--- src/rtl/core/ppb_pkg.sv ---
// Package for the predecessor path backtrack block.
// Holds widths, table geometry, register map, payload and control types.
// No dependencies.
package ppb_pkg;

    localparam int NODE_W   = 12;
    localparam int SLOT_W   = 16;
    localparam int NODES    = 4096;
    localparam int ADDR_W   = $clog2(NODES);
    localparam int MAX_HOPS = 64;
    localparam int HOP_W    = $clog2(MAX_HOPS + 1);

    localparam int PADDR_W  = 3;
    localparam int PDATA_W  = 32;

    localparam logic REG_START_NODE = 1'b0;
    localparam logic REG_CHECK      = 1'b1;

    localparam logic OP_LOAD  = 1'b0;
    localparam logic OP_TRACE = 1'b1;

    typedef struct packed {
        logic              op;
        logic [NODE_W-1:0] node;
        logic [NODE_W-1:0] pred_value;
        logic              pred_zero_real;
        logic [SLOT_W-1:0] path_slot;
    } t_in;

    typedef struct packed {
        logic [SLOT_W-1:0] slot_tag;
        logic [NODE_W-1:0] node_id;
        logic              unreachable;
        logic              overrun;
        logic              last;
    } t_out;

    typedef struct packed {
        logic              zero_real;
        logic [NODE_W-1:0] pred;
    } t_entry;

    typedef enum logic [1:0] {
        ST_IDLE,
        ST_CHECK,
        ST_WALK
    } t_state;

    typedef struct packed {
        logic load;
        logic capture;
        logic walking;
        logic first;
    } t_cmd;

    typedef struct packed {
        logic unreach;
        logic at_start;
        logic at_cap;
    } t_status;

endpackage

--- src/rtl/core/ppb_regs.sv ---
// Configuration registers of the predecessor path backtrack block.
// APB-style write/read port; start node and unreachable-check enable.
// Depends on ppb_pkg.
module ppb_regs (
    input  logic                          i_clk,
    input  logic                          i_rst_n,
    input  logic                          psel,
    input  logic                          penable,
    input  logic                          pwrite,
    input  logic [ppb_pkg::PADDR_W-1:0]   paddr,
    input  logic [ppb_pkg::PDATA_W-1:0]   pwdata,
    output logic [ppb_pkg::PDATA_W-1:0]   prdata,
    output logic                          pready,
    output logic [ppb_pkg::NODE_W-1:0]    o_start_node,
    output logic                          o_check
);
    import ppb_pkg::*;

    logic [NODE_W-1:0] r_start_node;
    logic              r_check;
    logic              wr_en;
    logic              reg_idx;

    assign pready  = 1'b1;
    assign reg_idx = paddr[2];
    assign wr_en   = psel && penable && pwrite && pready;

    always_ff @(posedge i_clk) begin
        if (!i_rst_n) begin
            r_start_node <= '0;
            r_check      <= 1'b1;
        end else if (wr_en) begin
            case (reg_idx)
                REG_START_NODE: r_start_node <= pwdata[NODE_W-1:0];
                REG_CHECK:      r_check      <= pwdata[0];
                default:        ;
            endcase
        end
    end

    always_comb begin
        prdata = '0;
        case (reg_idx)
            REG_START_NODE: prdata[NODE_W-1:0] = r_start_node;
            REG_CHECK:      prdata[0]          = r_check;
            default:        prdata             = '0;
        endcase
    end

    assign o_start_node = r_start_node;
    assign o_check      = r_check;

endmodule

--- config.mk ---
export PLATFORM = sky130hd
export DESIGN_NAME = ppb_regs
export DESIGN_NICKNAME = d
export VERILOG_FILES = /design/src/rtl/core/ppb_pkg.sv /design/src/rtl/core/ppb_regs.sv
export SDC_FILE = /design/constraint.sdc
export NUM_CORES = 1
export LEC_CHECK = 0
export BUFFER_PORTS_ARGS = -buffer_cell sky130_fd_sc_hd__buf_2
export CAP_MARGIN = 30
export CORE_ASPECT_RATIO = 1.2
export CORE_MARGIN = 4
export CORE_UTILIZATION = 38
export CTS_BUF_LIST = sky130_fd_sc_hd__clkbuf_4 sky130_fd_sc_hd__clkbuf_8
export CTS_CLUSTER_SIZE = 24
export DETAILED_ROUTE_END_ITERATION = 6
export PLACE_DENSITY_LB_ADDON = 0.2
export SLEW_MARGIN = 20
export SYNTH_ARGS = -nofsm -noshare
export SYNTH_HDL_FRONTEND = slang
export SYNTH_SLANG_ARGS = --single-unit
--- constraint.sdc ---
create_clock -name i_clk -period 1.2 [get_ports i_clk]
set_input_delay 0 -clock i_clk [delete_from_list [all_inputs] [get_ports i_clk]]
set_output_delay 0 -clock i_clk [all_outputs]
set_load 0.02 [all_outputs]
* After elaboration in Yosys (flattened, before gate mapping)
Cells that the tools add are included.
** Storage, ports and cells
- Register bits after elaboration :: 13
- Input bits :: 40
- Output and inout bits :: 46
** Cells by class
- Muxes and demuxes :: 2
- Bitwise operators :: 1
- Reduce and logical (&&, ||, !) cells :: 4
** Operators by type and width (number)
- $mux 11 :: 1
- $reduce_and 2->1 :: 2
- $logic_and 1x1->1 :: 2
- $pmux 1 s2 :: 1
- $not 1->1 :: 1

* Depth between registers and ports, before layout
- Depth in word-level cells :: 3
- Mapped depth :: 4

* Worst setup path before layout
No wires, ideal clock.
- Path type :: reg-to-output
- Start :: register r_start_node[10], in the netlist o_start_node[10]
- End :: output port prdata[10] (netlist bit)
- Data arrival time :: 0.805 ns
- Data required time :: 1.200 ns
- Path slack :: 0.395 ns
- Stages on the path, launching flop included :: 2
- Cells stage by stage :: dfxtp_1 > nor2b_1
** On the way
- Longest elaborated chain between the ends :: 1
** Ends and longest elaborated chain
- start, declared :: RTL line ppb_regs.sv:19 : logic [NODE_W-1:0] r_start_node;
- start signal, assigned :: RTL line ppb_regs.sv:34 : REG_START_NODE: r_start_node <= pwdata[NODE_W-1:0];
- $mux 11 :: RTL line ppb_regs.sv:43 : case (reg_idx)
- end, declared :: RTL line ppb_regs.sv:12 : output logic [ppb_pkg::PDATA_W-1:0] prdata,
Every way passes these cells.

* Final worst setup path
- Start :: register r_check, in the netlist o_check
- End :: output port prdata[0] (netlist bit)
** On the way
- Longest elaborated chain between the ends :: 1
** Ends and longest elaborated chain
- start, declared :: RTL line ppb_regs.sv:20 : logic r_check;
- start signal, assigned :: RTL line ppb_regs.sv:35 : REG_CHECK: r_check <= pwdata[0];
- $pmux 1 s2 :: RTL line ppb_regs.sv:43
Every way passes these cells.

==> results.yml <==
routing:
  wl_mm: 1.81
  drtIter0Drc: 5
  first_pass_iters: 4
  num_vias: 711
  drc_errors: 0
  wl_per_cell_um: 10.2
  viasPerCell: 4.02
  ant_nets: 0
layout:
  layout.nets: 188
  fin_cells: 177
  areaGrowthSynthToFinish_pct: 34.7
  antenna_cells: 0
  drive_gt1_share_pct: 34.0
  fin_area_sq_mm: 0.00108
clocking:
  cts_root_buffer: "clkbuf_4"
  cts_htree_levels: 1
  post_cts_resized: 0
  cts_tree: "built"
  cts-buffers-inserted: 3
  path_clk_slew_ps: 80
  clock_sinks: 13
  clk_latency_ps: 260
  clockBufferDepth: 2
place:
  dp.cells: 161
  placed_area_sq_um: 933
  gp_congestion: 0.682
  dp_hpwl_mm: 1.30
  numPortBuffers: 42
logic_synthesis:
  synth_flop_cell: "dfxtp_1"
  synth_top_cell_area_share_pct: 32.3
  netlist_top_cells_count: "nand2_1 (24), buf_4 (21), dfxtp_1 (13), mux2i_1 (13), nor2b_1 (12)"
  synth_cell_type_count: 14
  yosysSeqAreaShare_pct: 32.3
  avgSynthCellArea_sq_um: 8.47
  synthAdderAreaFrac_pct: 0
  netlist_area_sq_um: 805
  synth_edf_count: 0
  synth_top_family_by_area: "buffers and inverters"
  yosysTopAreaCell: "dfxtp_1"
  ys_ff_latch: 13
  synthCells: 95
  synth_mux_area_share_pct: 17.6
  yosysWarningCount: 0
  synth-xor-area-share_pct: 0
  async_flop_share_pct: 0
  netlist_top_cells_area: "dfxtp_1 (32%), buf_4 (20%), mux2i_1 (16%), nand2_1 (11%), nor2b_1 (9.3%)"
  synth_compound_area_share_pct: 0
  yosysMostFrequentCell: "nand2_1"
  synth-simple-area-share_pct: 23.6
hold_path:
  min_path_type: "input pin to flip-flop"
timing:
  grt_setup_unrepaired: "no"
  fmax_mhz: 997
  fin_skew_ps: 0
  period_share_pct: 83.6
  setup_viol: 0
  finalHoldViolations: 0
  layout_min_cycle_time_ps: 1000
  drv_slew: 0
  fin_tns_setup_ps: 0
worst_setup_path:
  cp-end-kind: "output pin"
  cp_data_required_time_ps: 1200
  start_kind: "flip-flop"
  cp.arrival_ps: 1000
  critPathKind: "flip-flop to output pin"
  crit_fanout: 3
  r2r_slack_ps: 600
grt:
  grt_max_degree: 27
  grt_overflow: 0
  antenna_found_initial: 0
  grt_pass1_wl_mm: 2.76
  grt_pass1_vias: 655
  groute.usage.overall_pct: 12.3
floorplanning:
  start_util_pct: 39.3
  die_h_um: 58.4
  die_area_sq_mm: 0.00292
  die_w_um: 50.0
  num_rows: 18
  ios: 86
  core_sq_mm: 0.00205
power_and_ir_drop:
  p_per_area_mw_per_mm2: 878
  ir_drop_uv: 462
  leakage_nw: 0.569
outcome:
  status: "completed"
flow_run:
  cap_violations: 0
registers in the layout (all words and copies together), names as in the netlist:
| signal | cells |
|---|---|
| o_check | 1 |
| o_start_node | 12 |
logic make-up after synthesis:
group | Yosys count
simple gates | 39
buf+inv | 27
mux | 14
flops | 13
other cells | 2
power by group:
group          internal, mW  total (mW)  switching (mW)
sequential            0.441       0.446         0.00573
combinational        0.0792       0.212           0.132
clock                 0.151       0.293           0.142
final timing paths:
| check | start | to | cells past startpoint |
|---|---|---|---|
| worst min register to register | o_start_node[10] | o_start_node[10] | 2 |
| worst max-delay path | o_check | prdata[0] | 2 |
| worst max register to register | o_check | o_check | 2 |
| worst min-delay path | penable | o_check | 3 |
cell usage in the layout, fill, tap and decap left out, drive strengths merged:
cell type / instances
and2b: 1
and4b: 1
buf: 44
clkbuf: 4
conb: 21
dfxtp: 13
dlygate4sd3: 12
mux2: 1
mux2i: 13
nand2: 24
nand4: 1
nor2b: 12
per-layer routing:
layer | track usage [%] | part of all wire, % | vias up
met5 | 0 | 0 | -
met4 | 5.93 | 1.3 | 0
met2 | 24.8 | 60 | 24
met3 | 1.77 | 5.5 | 2
li1 | - | - | 360
met1 | 11.8 | 33 | 325
cell type report:
type	instances	area [sq um]
sequential	13	260
clock buffer	4	30.0
multi-input combinational	74	410
fill	211	966
tap	30	37.5
timing repair buffer	56	345
metrics by stage:
stage                     power, mW  hold slack (ps)  setup WS [ps]  utilization, %
after floorplan               0.641              142            395               -
final                         0.951             57.3            197            52.9
after global routing           1.01             56.2            149            52.9
after global placement        0.635              250            361            45.5
after detailed placement      0.638              255            353            45.5
after CTS                     0.961             52.1            183            52.9
critical path: stages (launching register included):
cell	delay, ps
dfxtp_1	320
mux2_2	260
buf_2	160
repair_timing:
item                                   CTS  global route
hold buffers                            12             0
endpoints found under the hold margin   12             0
setup buffers                            0             0
(Power assumes the default switching activity.)
