==> config.mk <==
export PLATFORM = sky130hd
export DESIGN_NAME = ppb_ctrl
export DESIGN_NICKNAME = d
export VERILOG_FILES = /design/src/rtl/core/ppb_pkg.sv /design/src/rtl/core/ppb_ctrl.sv
export SDC_FILE = /design/constraint.sdc
export NUM_CORES = 1
export LEC_CHECK = 0
export ABC_AREA = 0
export BUFFER_PORTS_ARGS = -buffer_cell sky130_fd_sc_hd__buf_2
export CORE_AREA = 4 4 41 43
export CTS_CLUSTER_DIAMETER = 40
export DETAILED_ROUTE_END_ITERATION = 6
export DIE_AREA = 0 0 45 47
export REMOVE_ABC_BUFFERS = 1
export SYNTH_ARGS = -nofsm -noshare
export SYNTH_HDL_FRONTEND = slang
export SYNTH_SLANG_ARGS = --single-unit
export TNS_END_PERCENT = 20
==> constraint.sdc <==
create_clock -name i_clk -period 2.8 [get_ports i_clk]
set_input_delay 0.56 -clock i_clk [delete_from_list [all_inputs] [get_ports i_clk]]
set_output_delay 0.56 -clock i_clk [all_outputs]
set_load 0.01 [all_outputs]
==> src/rtl/core/ppb_pkg.sv <==
// Package for the predecessor path backtrack block.
// Holds widths, table geometry, register map, payload and control types.
// No dependencies.
package ppb_pkg;

    localparam int NODE_W   = 12;
    localparam int SLOT_W   = 16;
    localparam int NODES    = 4096;
    localparam int ADDR_W   = $clog2(NODES);
    localparam int MAX_HOPS = 64;
    localparam int HOP_W    = $clog2(MAX_HOPS + 1);

    localparam int PADDR_W  = 3;
    localparam int PDATA_W  = 32;

    localparam logic REG_START_NODE = 1'b0;
    localparam logic REG_CHECK      = 1'b1;

    localparam logic OP_LOAD  = 1'b0;
    localparam logic OP_TRACE = 1'b1;

    typedef struct packed {
        logic              op;
        logic [NODE_W-1:0] node;
        logic [NODE_W-1:0] pred_value;
        logic              pred_zero_real;
        logic [SLOT_W-1:0] path_slot;
    } t_in;

    typedef struct packed {
        logic [SLOT_W-1:0] slot_tag;
        logic [NODE_W-1:0] node_id;
        logic              unreachable;
        logic              overrun;
        logic              last;
    } t_out;

    typedef struct packed {
        logic              zero_real;
        logic [NODE_W-1:0] pred;
    } t_entry;

    typedef enum logic [1:0] {
        ST_IDLE,
        ST_CHECK,
        ST_WALK
    } t_state;

    typedef struct packed {
        logic load;
        logic capture;
        logic walking;
        logic first;
    } t_cmd;

    typedef struct packed {
        logic unreach;
        logic at_start;
        logic at_cap;
    } t_status;

endpackage

==> src/rtl/core/ppb_ctrl.sv <==
// Controller of the predecessor path backtrack block.
// Sequences load, target check and the hop-by-hop walk.
// Depends on ppb_pkg.
module ppb_ctrl (
    input  logic              i_clk,
    input  logic              i_rst_n,
    input  logic              i_start,
    input  logic              i_op,
    input  ppb_pkg::t_status  i_status,
    output ppb_pkg::t_cmd     o_cmd,
    output logic              o_busy
);
    import ppb_pkg::*;

    t_state r_state;
    t_state n_state;
    logic   done;

    assign done = (r_state == ST_CHECK && i_status.unreach)
               || i_status.at_start || i_status.at_cap;

    always_ff @(posedge i_clk) begin
        if (!i_rst_n) begin
            r_state <= ST_IDLE;
        end else begin
            r_state <= n_state;
        end
    end

    always_comb begin
        n_state = r_state;
        case (r_state)
            ST_IDLE: begin
                if (i_start && i_op == OP_TRACE) n_state = ST_CHECK;
            end
            ST_CHECK: begin
                n_state = done ? ST_IDLE : ST_WALK;
            end
            ST_WALK: begin
                if (done) n_state = ST_IDLE;
            end
            default: n_state = ST_IDLE;
        endcase
    end

    always_comb begin
        o_cmd  = '0;
        o_busy = 1'b1;
        case (r_state)
            ST_IDLE: begin
                o_busy        = 1'b0;
                o_cmd.load    = i_start && i_op == OP_LOAD;
                o_cmd.capture = i_start && i_op == OP_TRACE;
            end
            ST_CHECK: begin
                o_cmd.walking = 1'b1;
                o_cmd.first   = 1'b1;
            end
            ST_WALK: begin
                o_cmd.walking = 1'b1;
            end
            default: o_busy = 1'b0;
        endcase
    end

    assert property (@(posedge i_clk) disable iff (!i_rst_n)
        r_state == ST_CHECK |-> $past(i_start) && $past(i_op) == OP_TRACE)
        else $error("check phase entered without a trace transaction");

    assert property (@(posedge i_clk) disable iff (!i_rst_n)
        r_state == ST_WALK |-> $past(r_state) != ST_IDLE)
        else $error("walk entered directly from idle");

    assert property (@(posedge i_clk) disable iff (!i_rst_n)
        o_cmd.walking && done |=> r_state == ST_IDLE)
        else $error("controller did not return to idle after final hop");

endmodule

# ---- Word level (Yosys, flattened, before mapping)
# Index checks and enable logic that the tools add are counted.
dict set report word_totals {
  out_inout_bits 5
  elab_cells 21
  input_bits 7
  ff_bits 2
}
dict set report classes {
  bitwise_logic 1
  n_eq_ne 4
  n_reduce_logical 8
  n_mux 7
}
# cell n
set ops {}
lappend ops {{$mux 2} 4}
lappend ops {{$pmux 2 s3} 1}
lappend ops {{$ne 2x2->1 const B} 2}
lappend ops {{$logic_and 1x1->1} 3}
lappend ops {{$eq 2x1->1 const B} 1}
lappend ops {{$eq 2x2->1 const B} 1}
lappend ops {{$logic_not 2->1} 1}
lappend ops {{$logic_or 1x1->1} 2}
lappend ops {{$mux 1} 2}
lappend ops {{$reduce_and 2->1} 1}
lappend ops {{$reduce_or 2->1} 1}
lappend ops {{$not 1->1} 1}

# ---- Longest topological paths before layout
# Gate-level depths: netlist of the first run.
dict set report depth {
  depth_word 6
  ltp_mapped 5
  ltp_nobuf 5
}

# ---- Least setup slack after synthesis of the first run
# OpenSTA, ideal clock, no wires.
dict set report synth_timing {
  kind {register to output}
  from {register r_state[0]}
  to {output port o_cmd[1] in the netlist's numbering}
  n_path_buf 1
  required_ps 2240
  stages_incl_launch_ff 4
  setup_slack_ps 1366
  arrival_time_ps 874
  path_cell_list {dfxtp_1 > inv_1 > ha_1 > buf_4}
}
dict set report synth_between {
  elab_chain_len 3
  word_cells_on_any_way 4
  cone_classes {eq/ne (2); mux (1); reduce/logical (1)}
}
# element line_no
set synth_rtl {}
lappend synth_rtl {{start, declared} ppb_ctrl.sv:15} ;# t_state r_state;
lappend synth_rtl {{start signal, assigned} ppb_ctrl.sv:26} ;# r_state <= n_state;
lappend synth_rtl {{$eq 2x1->1 or $eq 2x2->1 (tied branches)} -}
lappend synth_rtl {{$reduce_or 2->1 (no source line) (*)} -}
lappend synth_rtl {{$mux 1 (*)} -}
lappend synth_rtl {{end, declared} ppb_ctrl.sv:10} ;# output ppb_pkg::t_cmd o_cmd,
# Mark *: on every way between the ends. The rest lies on a longest branch, timed or not.

==> flow_summary_export.csv, run 1 <==
group,metric,value,unit
pwr,switching_power,0.0000314,W
final_layout,largest_register,"r_state",
worst_setup_path,rrSetupSlack,1.61,ns
detailed_routing,drt-total-wl,426,um
final_layout,multi_input_area,125,um2
clock_tree,cts_tree,"built",
final_layout,largest_reg_flops,2,
grt,antenna_found_initial,0,
sta,period_share,0.619,
pwr,intPower,0.0000892,W
detailed_routing,detail_route.wl_per_cell,8.52,um
sta,hold_viol,0,
clock_tree,htreeDepth,1,
synth,ys_warn_count,0,
clock_tree,cts_setup_buffers,0,
worst_setup_path,crit_type,"reg2out",
clock_tree,clk_path_buf_depth,2,
final_layout,top_regs,"r_state (2)",
floorplan,start_util,0.138,
min_path,min_path_type,"reg2reg",
sta,finalClockSkew,0.00229,ns
grt,met3_usage,0.0460,
worst_setup_path,path_max_fanout,3,
clock_tree,insertion_delay,0.22,ns
grt,grt_util_all_layers,0.0520,
synth,synth_top_family_by_area,"simple AND/OR/NAND/NOR gates",
final_layout,syn2layout_area_growth,49.3,%
final_layout,fin_area,269,um2
grt,grt_use_met1,0.0677,
floorplan,core,1300,um2
floorplan,rows,13,
sta,rsz0062_at_grt,"false",
worst_setup_path,startpoint,"r_state[1]",
synth,ys_ff_latch,2,
sta,relSlewSlack,0.859,
grt,grt_pass1_vias,164,
floorplan,die_area,2120,um2
grt,grt_start_max_net_pins,5,
pwr,clkPwrFrac,0.535,
status,status,"finished, final reports clean",
final_layout,final-seq-area,40.0,um2
synth,synth_xor_xnor_area_share,0,
final_layout,drive_gt1_frac,0.486,
synth,synth_adder_area_share,0.208,
min_path,worstHoldStart,"r_state[1]",
synth,yosysMostFrequentCell,"nand2_1",
worst_setup_path,cp_slowest_cell,"dfxtp_1",
synth,synth_area_leaders,"dfxtp_1 (22%), ha_1 (21%), nand2_1 (13%)",
synth,syn_inst,22,
final_layout,final_net_count,47,
worst_setup_path,required,2.24,ns
pwr,seqPwrFrac,0.255,
clock_tree,cts_buffers,3,
synth,syn_area_per_cell,8.19,um2
synth,synth_simple_gate_area_frac,0.306,
clock_tree,cts.root.buffer_cell,"clkbuf_4",
synth,synth_edf_count,0,
worst_setup_path,cp_data_arrival_time,1.17,ns
synth,synth_flop_cell,"dfxtp_1",
synth,synth-seq-area-share,0.222,
detailed_routing,drtAntennaViolNets,0,
final_layout,diodes,0,
clock_tree,ctsResizeCount,0,
synth,synthArstFlopShare,0,
final_layout,final.fill_count,150,
pwr,combPwrFrac,0.210,
sta,setup-tns-final,0,ns
worst_setup_path,r2r-start,"r_state[1]",
run,maxCapViolCount,0,
grt,grt_pass1_wl,703,um
pwr,power.density,449,nW/um2
grt,grt-ovfl-total,0,
worst_setup_path,crit_chain,"inv_1 > ha_1 > and3_1 > buf_2",
floorplan,die-height,47,um
detailed_routing,vias,181,
synth,synth_common_cells,"nand2_1 (6), ha_1 (3), dfxtp_1 (2), inv_1 (2)",
synth,yosysTopAreaCell,"dfxtp_1",
placed_design,gp_congestion,0.781,
worst_setup_path,cp-start-kind,"flop",
synth,syn-cell-area,180,um2
sta,min_period,1.73,ns
clock_tree,cts.sinks,2,
worst_setup_path,critPathMaxStageDelay,0.35,ns
synth,muxShareOfSynthArea,0.0556,
sta,fmax,577,MHz
synth,synth_top_area_share,0.222,
detailed_routing,routed_via_density,3.62,
grt,grt_busiest_layer,"met1",
detailed_routing,drc,0,
sta,setup_viol,0,
floorplan,die_x,45,um
synth,ys_types,13,
clock_tree,cts_hold_buf,0,
grt,grtUsageMet2,0.0508,
placed_design,place_hpwl,352,um
detailed_routing,drtIter0Drc,2,
pwr,ir_drop,198,uV
pwr,swShare,0.260,
placed_design,post_dp_cell_area,246,um2
worst_setup_path,worst_setup_path_end_kind,"primary output",
detailed_routing,drtPass1Iterations,2,
synth,synth-compound-area-share,0.125,
pwr,leakage,0.135,nW
sta,maxSlewViolCount,0,
clock_tree,path_clk_slew,0.03,ns
placed_design,io_buffer_count,11,
sta,worst_pin_slew,0.212,ns
floorplan,ioPinCount,12,
power groups by stage:
| stage | sequential, W | combinational (W) | clock (W) |
|---|---|---|---|
| detailed placement | 0.0000312 | 0.0000256 | 0 |
| floorplan | 0.0000309 | 0.0000145 | 0 |
| global route | 0.0000310 | 0.0000283 | 0.0000751 |
| CTS | 0.0000308 | 0.0000257 | 0.0000704 |
| global placement | 0.0000311 | 0.0000256 | 0 |
| finish | 0.0000308 | 0.0000253 | 0.0000646 |
area by class of cell:
class | instances | share of cell area
clock buffers | 3 | 0.0837
inverters | 2 | 0.0279
multi-input cells | 17 | 0.465
flip-flops and latches | 2 | 0.149
well taps | 15 | 0.0698
repair buffers | 11 | 0.205
metal layers:
metal	share of wire	routed length [um]	up-vias
met1	0.52	223	72
met4	0	0	0
li1	-	-	101
met2	0.40	171	8
met5	0	0	-
met3	0.073	31	0
path summary, 6_finish.rpt:
path | cells after the start | end
hold / removal | 2 | r_state[1]
hold reg to reg | 2 | r_state[1]
setup reg to reg | 5 | r_state[1]
setup / recovery | 4 | o_cmd[2]
critical path, delay by kind of cell, from the launching register on:
| kind | cells | cell delay [ns] |
|---|---|---|
| simple gates | 1 | 0.17 |
| flops | 1 | 0.35 |
| buf+inv | 2 | 0.22 |
| fa+ha+maj | 1 | 0.21 |
stage by stage:
stage | setup slack (ns) | power, W | utilization | cells | hold slack (ns)
after global routing | 0.963 | 0.000134 | 0.207 | 50 | 0.506
after global placement | 1.25 | 0.0000567 | 0.189 | 47 | 0.478
after floorplan | 1.46 | 0.0000455 | - | 21 | 0.451
after CTS | 1.05 | 0.000127 | 0.207 | 50 | 0.492
after detailed placement | 1.25 | 0.0000568 | 0.189 | 47 | 0.487
final | 1.07 | 0.000121 | 0.207 | 50 | 0.487
cells by family (layout without fill, tap and decap cells):
logic type      count (synthesis)  in the layout
compound gates                  2              2
mux                             1              1
flops                           2              2
simple gates                   11             11
fa+ha+maj                       3              3
buf+inv                         3             16
cell usage in the layout (no fill, tap or decap):
cell type,netlist,final
clkbuf_4,0,3
mux2i_1,1,1
nand2_1,6,6
nand4b_1,1,1
nor2_2,1,1
a32oi_2,1,1
and3_2,1,1
inv_1,2,2
and3_1,1,1
nor2_1,1,1
o22ai_1,1,1
ha_1,3,3
buf_2,0,11
dfxtp_1,2,2
No activity file was read; power rests on OpenSTA's default activity.
==> run 2: changes to the inputs <==
==> constraint.sdc (replaced) <==
create_clock -name i_clk -period 1.4 [get_ports i_clk]
set_input_delay 0.28 -clock i_clk [delete_from_list [all_inputs] [get_ports i_clk]]
set_output_delay 0.28 -clock i_clk [all_outputs]
set_load 0.01 [all_outputs]
==> run 2 against run 1 <==
  * Design area is 9.8% higher
  * Global-route usage is 0.075 points lower
  * Worst hold slack worse by 0.14 ns
  * Clock skew is 0.0022 ns higher
  * Wire length is 3.1% higher
  * Clock-buffer cell count stayed put
  * Die area stayed put
  * First-iteration DRC count is 50% higher
  * Sequential power is 100% higher
  * Critical endpoint unchanged
==> flow_summary_export.csv, run 2 (same netlist as run 1, synthesis figures left out) <==
group,metric,value,unit
placed_design,io_buffer_count,11,
worst_setup_path,critPathMaxStageDelay,0.32,ns
grt,grt_pass1_vias,205,
final_layout,drive_gt1_frac,0.657,
final_layout,final_common_cell,"buf_2",
detailed_routing,drtPass1Iterations,4,
worst_setup_path,crit_type,"reg2out",
pwr,finalPower,0.000246,W
worst_setup_path,worst_setup_path_end_kind,"primary output",
clock_tree,cts_setup_buffers,0,
sta,setup-tns-final,0,ns
grt,grt_util_all_layers,0.0513,
sta,worst_pin_slew,0.203,ns
min_path,min_path_type,"in2reg",
final_layout,diodes,0,
pwr,ir_drop,266,uV
final_layout,instances_no_fill,50,
sta,relSlewSlack,0.865,
sta,setup_viol,0,
detailed_routing,drt-total-wl,439,um
final_layout,mostFrequentLayoutCells,"buf_2 (10), nand2_1 (6), clkbuf_4 (3)",
floorplan,rows,13,
floorplan,die_x,45,um
floorplan,core,1300,um2
final_layout,syn2layout_area_growth,63.9,%
clock_tree,cts.sinks,2,
worst_setup_path,path_max_fanout,3,
final_layout,top_regs,"r_state (2)",
detailed_routing,drc,0,
clock_tree,cts.root.buffer_cell,"clkbuf_4",
worst_setup_path,crit_family,"flip-flops",
status,status,"finished, final reports clean",
worst_setup_path,rrSetupSlack,0.21,ns
pwr,power.density,832,nW/um2
detailed_routing,vias,198,
sta,finalClockSkew,0.00449,ns
final_layout,largest_reg_flops,2,
detailed_routing,drtAntennaViolNets,0,
sta,hold_viol,0,
sta,fmax,755,MHz
clock_tree,htreeDepth,1,
floorplan,die_area,2120,um2
detailed_routing,routed_via_density,3.96,
floorplan,die-height,47,um
grt,grt_pass1_wl,731,um
floorplan,start_util,0.138,
detailed_routing,drtIter0Drc,3,
worst_setup_path,cp_slowest_cell,"dfxtp_2",
clock_tree,cts_buffers,3,
sta,period_share,0.946,
detailed_routing,detail_route.wl_per_cell,8.78,um
placed_design,gp_congestion,0.807,
grt,antenna_found_initial,0,
clock_tree,cts_hold_buf,0,
worst_setup_path,crit_chain,"inv_2 > ha_4 > and3_4 > buf_6",
worst_setup_path,required,1.12,ns
clock_tree,insertion_delay,0.22,ns
placed_design,placedCellCount,47,
final_layout,final_net_count,47,
clock_tree,cts_tree,"built",
grt,grt_start_max_net_pins,5,
worst_setup_path,cp_data_arrival_time,1.04,ns
run,maxCapViolCount,0,
final_layout,largest_register,"r_state",
grt,grt-ovfl-total,0,
worst_setup_path,cp-start-kind,"flop",
clock_tree,clk_path_buf_depth,2,
worst_setup_path,crit_buf_inv,2,
sta,maxSlewViolCount,0,
sta,rsz0062_at_grt,"false",
clock_tree,path_clk_slew,0.03,ns
sta,min_period,1.32,ns
floorplan,ioPinCount,12,
pwr,leakage,0.138,nW
[run 2: cell count changes in the layout (fill, tap and decap cells not counted), moves of 2 or more]
| cell | before | now |
|---|---|---|
| dfxtp_1 | 2 | 0 |
| dfxtp_2 | 0 | 2 |
| inv_2 | 0 | 2 |
| inv_1 | 2 | 0 |
[run 2: cell type report]
type,count,area (um2)
well taps,15,18.8
repair buffers,11,61.3
flip-flops and latches,2,42.5
multi-input cells,17,143
clock buffers,3,22.5
fillers,156,1010
inverters,2,7.51
[run 2: routing by layer]
metal / track usage / routed length, um
met4: 0.0526 / 0
met1: 0.0520 / 175
met5: 0 / 0
met2: 0.0734 / 234
met3: 0.0268 / 28
[run 2: through the flow]
step	utilization	hold slack (ns)	setup slack, ns	instance area [um2]
5_1_grt	0.227	0.345	0.0275	295
6_report	0.227	0.349	0.0756	295
2_1_floorplan	-	0.426	0.252	173
4_1_cts	0.219	0.347	0.0138	285
3_5_place_dp	0.189	0.489	0.178	246
3_3_place_gp	0.189	0.473	0.185	246
[run 2: power by group]
part | internal (W) | leakage [nW] | switching [W]
Combinational | 0.0000306 | 0.107 | 0.0000290
Clock | 0.0000943 | 0.0138 | 0.0000292
Sequential | 0.0000603 | 0.0172 | 0.00000239
[run 2: final timing paths]
path / startpoint / end / cells past startpoint
max: r_state[0] / o_cmd[2] / 4
min: i_rst_n / r_state[0] / 3
max reg2reg: r_state[1] / r_state[1] / 5
min reg2reg: r_state[0] / r_state[0] / 2
[run 2: timing repair]
| action | in CTS | in global routing |
|---|---|---|
| gates cloned | 0 | 0 |
| resized for setup | 5 | 3 |
| endpoints found under the setup margin | 1 | 2 |
[run 2: worst register-to-register path, cell delays in order (launching register included)]
cell	delay, ns
dfxtp_2	0.32
inv_2	0.07
ha_1	0.18
nand2_1	0.08
a32oi_2	0.24
mux2i_1	0.21
==> run 3: changes to the inputs <==
--- a/config.mk
+++ b/config.mk
@@ -11,6 +11,7 @@
 export CTS_CLUSTER_DIAMETER = 40
 export DETAILED_ROUTE_END_ITERATION = 6
 export DIE_AREA = 0 0 45 47
+export RECOVER_POWER = 100
 export REMOVE_ABC_BUFFERS = 1
 export SYNTH_ARGS = -nofsm -noshare
 export SYNTH_HDL_FRONTEND = slang
==> run 3 against run 2 <==
  * Sequential cell count unchanged
  * Clock skew unchanged
  * Setup slack improved by 0.0057 ns
  * Register-to-register slack worse by 0.03 ns
  * Maximum frequency rose by 0.43%
  * Combinational power down 6.7%
  * Core utilization fell by 0.87 points
  * Critical path depth is the same
  * Non-clock buffer count unchanged
  * Power shrank 1.6%
  * Sequential power about the same
  * Critical endpoint unchanged
==> flow_summary_export.csv, run 3 (same netlist as run 1, synthesis figures left out) <==
group,metric,value,unit
detailed_routing,drc,0,
sta,setup-tns-final,0,ns
worst_setup_path,cp_data_arrival_time,1.04,ns
worst_setup_path,crit_type,"reg2out",
detailed_routing,routed_via_density,3.84,
floorplan,die_x,45,um
sta,rsz0062_at_grt,"false",
sta,maxSlewViolCount,0,
placed_design,gp_congestion,0.807,
grt,grt_pass1_vias,205,
floorplan,core,1300,um2
sta,fmax,758,MHz
pwr,ir_drop,241,uV
final_layout,largest_register,"r_state",
sta,hold_viol,0,
worst_setup_path,r2r-start,"r_state[1]",
detailed_routing,drtAntennaViolNets,0,
sta,setup_viol,0,
floorplan,start_util,0.138,
clock_tree,cts_hold_buf,0,
detailed_routing,vias,192,
sta,min_period,1.32,ns
final_layout,mostFrequentLayoutCells,"buf_2 (7), nand2_1 (6), clkbuf_4 (3), clkbuf_1 (3)",
pwr,power.density,851,nW/um2
status,status,"finished, final reports clean",
detailed_routing,drtPass1Iterations,4,
pwr,finalPower,0.000242,W
floorplan,die_area,2120,um2
grt,grt-ovfl-total,0,
sta,relSlewSlack,0.828,
final_layout,largest_reg_flops,2,
floorplan,ioPinCount,12,
pwr,leakage,0.126,nW
min_path,worstHoldStart,"i_rst_n",
pwr,clkPwrFrac,0.511,
min_path,min_path_type,"in2reg",
detailed_routing,drtIter0Drc,2,
final_layout,fin_area,284,um2
pwr,intPower,0.000182,W
clock_tree,clk_path_buf_depth,2,
clock_tree,cts_tree,"built",
final_layout,final-seq-area,42.5,um2
final_layout,drive_gt1_frac,0.543,
clock_tree,cts_setup_buffers,0,
clock_tree,cts.root.buffer_cell,"clkbuf_4",
final_layout,final_net_count,47,
final_layout,syn2layout_area_growth,57.6,%
detailed_routing,drt-total-wl,443,um
grt,grt_start_max_net_pins,5,
pwr,swShare,0.247,
placed_design,post_dp_cell_area,246,um2
worst_setup_path,worst_setup_path_end_kind,"primary output",
placed_design,io_buffer_count,11,
clock_tree,cts_buffers,3,
worst_setup_path,startpoint,"r_state[0]",
worst_setup_path,required,1.12,ns
grt,antenna_found_initial,0,
pwr,combPwrFrac,0.230,
final_layout,final.fill_count,159,
pwr,seqPwrFrac,0.259,
grt,grt_util_all_layers,0.0513,
clock_tree,insertion_delay,0.22,ns
pwr,switching_power,0.0000597,W
sta,worst_pin_slew,0.258,ns
clock_tree,path_clk_slew,0.03,ns
sta,finalClockSkew,0.00449,ns
final_layout,top_regs,"r_state (2)",
final_layout,diodes,0,
clock_tree,cts.sinks,2,
worst_setup_path,path_max_fanout,3,
floorplan,rows,13,
grt,grt_pass1_wl,731,um
clock_tree,htreeDepth,1,
floorplan,die-height,47,um
detailed_routing,detail_route.wl_per_cell,8.86,um
final_layout,final_common_cell,"buf_2",
sta,timing.hold.ws,0.349,ns
run,maxCapViolCount,0,
sta,period_share,0.942,
worst_setup_path,cp-start-kind,"flop",
final_layout,multi_input_area,135,um2
-- run 3: changes by cell type in the layout (fill, tap and decap cells not counted), sizes merged --
cell	change
buf	-3
clkbuf	+3
-- run 3: power by group through the flow --
stage	combinational (W)	clock, W	sequential [W]
floorplan	0.0000290	0	0.0000619
global placement	0.0000515	0	0.0000624
detailed placement	0.0000509	0	0.0000624
CTS	0.0000563	0.000131	0.0000622
global route	0.0000614	0.000143	0.0000629
finish	0.0000556	0.000123	0.0000627
-- run 3: routing by layer --
| layer | up-vias | track usage | wire [um] |
|---|---|---|---|
| met2 | 6 | 0.0734 | 235 |
| met1 | 85 | 0.0520 | 180 |
| met5 | - | 0 | 0 |
| met3 | 0 | 0.0268 | 27 |
| met4 | 0 | 0.0526 | 0 |
| li1 | 101 | - | - |
-- run 3: path summary, 6_finish.rpt --
kind	to	slack, ns	cells after the start
hold / removal	r_state[0]	0.35	3
setup reg to reg	r_state[1]	0.18	5
setup / recovery	o_cmd[2]	0.08	4
hold reg to reg	r_state[0]	0.48	2
-- run 3: through the flow --
| stage | cells | setup WS (ns) | utilization |
|---|---|---|---|
| final | 50 | 0.0813 | 0.218 |
| after global routing | 50 | 0.0256 | 0.218 |
| after CTS | 50 | 0.0138 | 0.219 |
| after detailed placement | 47 | 0.178 | 0.189 |
| after global placement | 47 | 0.185 | 0.189 |
| after floorplan | 21 | 0.252 | - |
-- run 3: repair_timing --
action	CTS	global route
resized for setup	5	3
endpoints found under the setup margin	1	2
cloned	0	0
-- run 3: layout make-up --
class                           instances  share of cell area
Tap cell                               15              0.0661
Inverter                                2              0.0264
Clock buffer                            3              0.0793
Sequential cell                         2               0.150
Multi-Input combinational cell         17               0.476
Timing Repair Buffer                   11               0.203
-- run 3: worst max-delay path, cell delays in order, from the launching register on --
cell and delay [ns]:
dfxtp_2 0.34, inv_2 0.06, ha_4 0.16, and3_4 0.15
buf_6 0.12
